$ cat src/design/fdr_pkg.sv
// Shared constants and transfer structures of the dielectric reflectance unit.
// Used by every module of the block; depends on nothing.
package fdr_pkg;

   localparam int IdxW    = 16;
   localparam int CosW    = 16;
   localparam int MagW    = 15;
   localparam int Frac28  = 28;
   localparam int Sq28W   = Frac28 + 1;
   localparam int SqIdxW  = 2 * IdxW;
   localparam int ProdW   = SqIdxW + Frac28;
   localparam int QtW     = Frac28 + 1;
   localparam int ResW    = QtW + 1;
   localparam int CtW     = MagW;
   localparam int AbW     = IdxW + MagW;
   localparam int DenW    = AbW + 1;
   localparam int Frac24  = 24;
   localparam int RqW     = Frac24 + 1;
   localparam int DivW    = DenW + RqW - 1;
   localparam int SqW     = 2 * RqW;
   localparam int SumW    = SqW + 1;
   localparam int RndPos  = 33;
   localparam int RndShift = 34;
   localparam int OutW    = 16;
   localparam int AddrW   = 3;
   localparam int DataW   = 32;

   localparam logic signed [CosW-1:0] CosPosOne = 16'sh4000;
   localparam logic signed [CosW-1:0] CosNegOne = 16'shC000;
   localparam logic [MagW-1:0]  MagOne  = 15'h4000;
   localparam logic [Sq28W-1:0] S2One   = 29'h1000_0000;
   localparam logic [RqW-1:0]   QOne    = 25'h100_0000;
   localparam logic [OutW-1:0]  OneQ15  = 16'h8000;
   localparam logic [IdxW-1:0]  IndexReset = 16'h1000;

   localparam logic RegIncident = 1'b0;
   localparam logic RegTransmit = 1'b1;

   typedef struct packed {
      logic              valid;
      logic              tir;
      logic [ProdW-1:0]  num;
      logic [SqIdxW-1:0] ntsq;
      logic [MagW-1:0]   c;
      logic [IdxW-1:0]   ni;
      logic [IdxW-1:0]   nt;
   } front_type;

   typedef struct packed {
      logic            valid;
      logic            tir;
      logic [CtW-1:0]  ct;
      logic [MagW-1:0] c;
      logic [IdxW-1:0] ni;
      logic [IdxW-1:0] nt;
   } cos_type;

   typedef struct packed {
      logic            valid;
      logic            tir;
      logic [OutW-1:0] refl;
   } result_type;

endpackage

$ cat src/design/fdr_front.sv
// Front stages: cosine clamp, index swap, squares and the total reflection test.
// Depends on fdr_pkg.
module fdr_front (
   input  logic                              clock,
   input  logic                              reset,
   input  logic                              en,
   input  logic                              in_valid,
   input  logic signed [fdr_pkg::CosW-1:0]   cos_in,
   input  logic [fdr_pkg::IdxW-1:0]          index_incident,
   input  logic [fdr_pkg::IdxW-1:0]          index_transmit,
   output fdr_pkg::front_type                front
);

   logic                          neg;
   logic signed [fdr_pkg::CosW-1:0] negv;
   logic [fdr_pkg::MagW-1:0]      c1_in;
   logic [fdr_pkg::IdxW-1:0]      ni1_in, nt1_in;

   logic                          v1_ff;
   logic [fdr_pkg::MagW-1:0]      c1_ff;
   logic [fdr_pkg::IdxW-1:0]      ni1_ff, nt1_ff;

   logic [2*fdr_pkg::MagW-1:0]    csq;
   logic [fdr_pkg::Sq28W-1:0]     s2_in;
   logic [fdr_pkg::SqIdxW-1:0]    nisq2_in, ntsq2_in;

   logic                          v2_ff;
   logic [fdr_pkg::Sq28W-1:0]     s2_ff;
   logic [fdr_pkg::SqIdxW-1:0]    nisq2_ff, ntsq2_ff;
   logic [fdr_pkg::MagW-1:0]      c2_ff;
   logic [fdr_pkg::IdxW-1:0]      ni2_ff, nt2_ff;

   logic [fdr_pkg::Sq28W+fdr_pkg::SqIdxW-1:0] lprod;
   logic [fdr_pkg::ProdW-1:0]     lhs3_in, rhs3_in;

   logic                          v3_ff;
   logic [fdr_pkg::ProdW-1:0]     lhs3_ff, rhs3_ff;
   logic [fdr_pkg::SqIdxW-1:0]    ntsq3_ff;
   logic [fdr_pkg::MagW-1:0]      c3_ff;
   logic [fdr_pkg::IdxW-1:0]      ni3_ff, nt3_ff;

   fdr_pkg::front_type            front_in, front_ff;

   always_comb begin
      neg  = cos_in[fdr_pkg::CosW-1];
      negv = -cos_in;
      if (neg) begin
         if (cos_in < fdr_pkg::CosNegOne) begin
            c1_in = fdr_pkg::MagOne;
         end else begin
            c1_in = negv[fdr_pkg::MagW-1:0];
         end
         ni1_in = index_transmit;
         nt1_in = index_incident;
      end else begin
         if (cos_in > fdr_pkg::CosPosOne) begin
            c1_in = fdr_pkg::MagOne;
         end else begin
            c1_in = cos_in[fdr_pkg::MagW-1:0];
         end
         ni1_in = index_incident;
         nt1_in = index_transmit;
      end
   end

   always_comb begin
      csq      = c1_ff * c1_ff;
      s2_in    = fdr_pkg::S2One - csq[fdr_pkg::Sq28W-1:0];
      nisq2_in = ni1_ff * ni1_ff;
      ntsq2_in = nt1_ff * nt1_ff;
   end

   always_comb begin
      lprod   = s2_ff * nisq2_ff;
      lhs3_in = lprod[fdr_pkg::ProdW-1:0];
      rhs3_in = {ntsq2_ff, {fdr_pkg::Frac28{1'b0}}};
   end

   always_comb begin
      front_in.valid = v3_ff;
      front_in.tir   = (lhs3_ff >= rhs3_ff);
      front_in.num   = front_in.tir ? '0 : (rhs3_ff - lhs3_ff);
      front_in.ntsq  = ntsq3_ff;
      front_in.c     = c3_ff;
      front_in.ni    = ni3_ff;
      front_in.nt    = nt3_ff;
   end

   always_ff @(posedge clock) begin
      if (reset) begin
         v1_ff          <= 1'b0;
         v2_ff          <= 1'b0;
         v3_ff          <= 1'b0;
         front_ff.valid <= 1'b0;
      end else if (en) begin
         v1_ff    <= in_valid;
         c1_ff    <= c1_in;
         ni1_ff   <= ni1_in;
         nt1_ff   <= nt1_in;
         v2_ff    <= v1_ff;
         s2_ff    <= s2_in;
         nisq2_ff <= nisq2_in;
         ntsq2_ff <= ntsq2_in;
         c2_ff    <= c1_ff;
         ni2_ff   <= ni1_ff;
         nt2_ff   <= nt1_ff;
         v3_ff    <= v2_ff;
         lhs3_ff  <= lhs3_in;
         rhs3_ff  <= rhs3_in;
         ntsq3_ff <= ntsq2_ff;
         c3_ff    <= c2_ff;
         ni3_ff   <= ni2_ff;
         nt3_ff   <= nt2_ff;
         front_ff <= front_in;
      end
   end

   assign front = front_ff;

endmodule

$ cat config.mk
export PLATFORM = sky130hd
export DESIGN_NAME = fdr_front
export DESIGN_NICKNAME = d
export VERILOG_FILES = /design/src/design/fdr_pkg.sv /design/src/design/fdr_front.sv
export SDC_FILE = /design/constraint.sdc
export NUM_CORES = 2
export LEC_CHECK = 0
export BUFFER_PORTS_ARGS = -buffer_cell sky130_fd_sc_hd__buf_2
export CAP_MARGIN = 5
export CORE_MARGIN = 2
export CORE_UTILIZATION = 55
export DETAILED_ROUTE_END_ITERATION = 10
export PLACE_DENSITY = 0.83
export SYNTH_ARGS = -nofsm -noshare
export SYNTH_HDL_FRONTEND = slang
export SYNTH_SLANG_ARGS = --single-unit
$ cat constraint.sdc
create_clock -name clock -period 23 [get_ports clock]
set_input_delay 2.3 -clock clock [delete_from_list [all_inputs] [get_ports clock]]
set_output_delay 2.3 -clock clock [all_outputs]
set_load 0.005 [all_outputs]
Word level (Yosys, flattened, before mapping) --
Index checks and enable logic that the tools add are counted.
Operators by class: $add $sub $neg 3, multipliers 4, $lt $le $gt $ge 3, multiplexer cells 5, bitwise logic cells 1, reductions and logical operators 1
Operators with widths (number):
- multiplier 16 x 16 -> 32 bit | 2
- greater-or-equal comparator 60 bit | 1
- multiplier 29 x 32 -> 60 bit | 1
- subtractor 60 bit | 1
- 2-to-1 mux 15 bit | 3
- 2-to-1 mux 16 bit | 2
- multiplier 15 x 15 -> 29 bit | 1
- subtractor 29 bit (first input constant) | 1
- greater-than comparator 16 bit (second input constant) | 1
- < comparator 16 x 15 -> 1 bit (second input constant) | 1
- negator 15 bit | 1
- AND reduction 2 bit | 1
- inverter 1 bit | 1
Storage, ports and cells: register bits 470, output and inout bits 141, word-level logic and storage cells 41

Longest topological paths before layout --
depth in word-level cells 3, depth in mapped cells 31, depth with buffers taken out 29

Least setup slack after synthesis --
OpenSTA, ideal clock, no wires.
path kind in2reg, from input en, to register c1_ff[0] in the netlist's numbering (enable), data arrival time 22.414 ns, data required time 21.657 ns, path slack -0.757 ns, cell stages on the path 2, path buffers 1, cells stage by stage clkbuf_1 nor2b_1
On the way: longest elaborated chain between the ends 1
RTL lines:
- start: declaration | line fdr_front.sv:6 | input logic en,
- AND reduction 2 bit (no line)
- end signal: assignment | line fdr_front.sv:97 | c1_ff <= c1_in;
- end: declaration | line fdr_front.sv:20 | logic [fdr_pkg::MagW-1:0] c1_ff;
No other way between the ends. A chain may end at the register's enable or synchronous reset.

Worst setup path in the final report --
from register s2_ff[5] in the netlist's numbering, to register lhs3_ff[57] in the netlist's numbering (data pin)
On the way: longest elaborated chain between the ends 1
RTL lines:
- start: declaration | line fdr_front.sv:28 | logic [fdr_pkg::Sq28W-1:0] s2_ff;
- start signal: assignment | line fdr_front.sv:101 | s2_ff <= s2_in;
- multiplier 29 x 32 -> 60 bit | line fdr_front.sv:74 | lprod = s2_ff * nisq2_ff;
- via lprod (one bit) | line fdr_front.sv:33 | logic [fdr_pkg::Sq28W+fdr_pkg::SqIdxW-1:0] lprod;
- end signal: assignment | line fdr_front.sv:108 | lhs3_ff <= lhs3_in;
- end: declaration | line fdr_front.sv:37 | logic [fdr_pkg::ProdW-1:0] lhs3_ff, rhs3_ff;
The timed path passes the listed nets, and every way through them passes these cells.

==> flow_summary.yaml <==
run:
  maxCapViolations: 0
detailed_routing:
  drtIter0Drc: 3888
  via_per_inst: 5.51
  wl_um: 163000
  detail_route.wl_per_cell_um: 19.3
  num_vias: 46519
  first_pass_iters: 6
  ant_nets: 0
  drc: 0
grt:
  grt_first_pass_wirelength_um: 269000
  grt_util_all_layers_pct: 26.9
  grt_pass1_vias: 52111
  grt_antenna_before_repair: 4
  grt_max_degree: 156
  overflow: 0
layout:
  area_delta_synth_final_pct: 6.41
  fill_cells: 9733
  num_antenna_cells: 0
  fin_nets: 8678
  final_util_pct: 59.1
  final_common_cell: "inv_1"
  stdcell_count: 8444
  mostFrequentLayoutCells: "inv_1 (1,622), fa_1 (1,274), and2_1 (646), nand2_1 (644), ha_1 (579)"
  drive_gt1_share_pct: 6.00
clock_tree:
  max-clock-path-buffers: 3
  clkLatencyLatePin_ps: 670
  clkTransAtPathRegs_ps: 70
  cts_setup_buffers: 0
  cts-htree-levels: 2
  clock-sinks: 458
  ctsResizeCount: 0
  cts_hold_buf: 0
  cts_root_buffer: "clkbuf_16"
  cts-buffers-inserted: 54
  cts_tree: "yes"
setup_path:
  cp.arrival_ps: 9480
  cp_data_required_time_ps: 23410
  end_kind: "flip-flop"
  r2r_slack_ps: 13930
  critPathLaunchType: "flip-flop"
  crit_type: "flip-flop to flip-flop"
  worst-path-max-fanout: 31
placement:
  placed_cells: 8341
  gp_congestion: 0.935
  dp.final_hpwl_um: 123000
  io_buffer_count: 190
synth:
  ys_ff_latch: 458
  syn_avg_cell_area_um2: 10.1
  yosysSeqAreaShare_pct: 20.2
  netlist_top_cells_area: "fa_1 (38%), edfxtp_1 (20%), ha_1 (11%), inv_1 (9.0%), and2_1 (6.0%)"
  syn-cell-area_um2: 67900
  yosysTopAreaCell: "fa_1"
  ys.flop_type: "edfxtp_1"
  synth_cell_type_count: 77
  async_flop_share_pct: 0
  synth_edf_count: 454
  yosys_warnings: 0
  synthCells: 6716
  synth_top_area_share_pct: 37.6
sta:
  slew_headroom_pct: 4.17
  final-max-slew-violation-count: 0
  timing.setup.tns_ps: 0
  hold_ws_ps: 405
  rsz0062_at_grt: "no"
  setup_violations: 0
  period_needed_ps: 9070
  clock_skew_ps: 24.3
  worst_pin_slew_ps: 1440
  max_freq_ghz: 0.110
  fin_crit_sh_pct: 39.4
  hold_viol: 0
floorplan:
  ios: 193
  die_area_um2: 126000
  core-area_um2: 122000
  start_util_pct: 55.6
  rows: 128
  die_x_um: 355
  fp.dieH_um: 355
hold_path:
  hold_class: "flip-flop to flip-flop"
status:
  status: "finished clean"
synth_stat cells, types with 10 or more instances:
master    number
o211ai_1      10
or2_2         11
o21bai_1      22
or3_1         18
nand4_1       20
o21ai_0       98
edfxtp_1     454
a21o_1        79
xnor2_1      121
nand3_1       37
nand2_1      645
nor3_1        37
clkbuf_1     258
nand2b_1      23
o31ai_1       12
a31oi_1       20
ha_1         579
and3_1        19
o21a_1        19
fa_1        1274
a21oi_1      148
nor4_1        15
and2_1       646
xor2_1        91
mux2_2        34
a211oi_1      11
nor2b_1       35
nor2_1       226
inv_1       1622
state kept, by name, summed over array words and instances (netlist names), 14 cells and up:
name	cells
nt3_ff	15
c3_ff	15
ntsq2_ff	31
ni3_ff	16
nisq2_ff	31
ni2_ff	15
c2_ff	14
nt2_ff	15
ntsq3_ff	31
ni1_ff	16
front	138
c1_ff	15
lhs3_ff	59
s2_ff	28
nt1_ff	16
worst max-delay path, stage by stage, from the launching register on:
cell	delay (ps)
edfxtp_1	1310
nand2_1	210
fa_1	470
inv_1	80
fa_1	440
fa_1	510
inv_1	50
fa_1	510
inv_1	60
fa_1	490
fa_1	470
fa_1	520
inv_1	50
fa_1	590
inv_1	70
ha_1	380
a21oi_1	240
o21ai_0	180
o31ai_2	460
a211o_1	300
o221ai_1	240
a311oi_2	540
o21ai_1	250
a221oi_2	280
xnor2_1	100
per-layer routing:
layer	routed length [um]	GRT usage [%]	up-vias
met1	61500	33.8	23449
met5	0	0	-
met3	13700	4.28	506
met2	80100	46.4	2079
li1	-	-	20485
met4	7620	11.5	0
cell families (layout without fill, tap and decap cells):
kind of cell / after synthesis / after routing / share of synthesized area [%]
buf+inv: 1890 / 1976 / 10.5
fa+ha+maj: 1853 / 1853 / 48.2
simple gates: 1764 / 1764 / 13.0
compound gates: 497 / 497 / 4.71
flops: 458 / 458 / 20.2
xor+xnor: 212 / 212 / 2.73
mux: 40 / 40 / 0.652
other cells: 2 / 19 / 0.0111
metrics by stage:
step                      cell area (um2)  setup slack (ps)
after floorplan                     68000              8090
after global placement              70400             14330
after detailed placement            70400             14140
after CTS                           72200             14090
after global routing                72300             13580
final                               72300             13930
area by class of cell:
type	instances	area (um2)	share of cell area (%)
clock buffers	58	1370	1.89
clock inverters	44	462	0.639
inverters	1622	6090	8.42
multi-input cells	4385	47200	65.3
flip-flops and latches	458	13700	19.0
well taps	1625	2030	2.81
repair buffers	252	1450	2.00
worst paths after layout:
path	start	endpoint	cells past startpoint
worst max-delay path	s2_ff[5]$_DFFE_PP_	lhs3_ff[57]$_DFFE_PP_	24
worst min register to register	ni2_ff[9]$_DFFE_PP_	ni3_ff[9]$_DFFE_PP_	0
worst min-delay path	ni2_ff[9]$_DFFE_PP_	ni3_ff[9]$_DFFE_PP_	0
worst max register to register	s2_ff[5]$_DFFE_PP_	lhs3_ff[57]$_DFFE_PP_	24
Power is left out: the tool's default activity adds up to more than one toggle a clock period on the data nets, which glitch-free logic cannot reach.
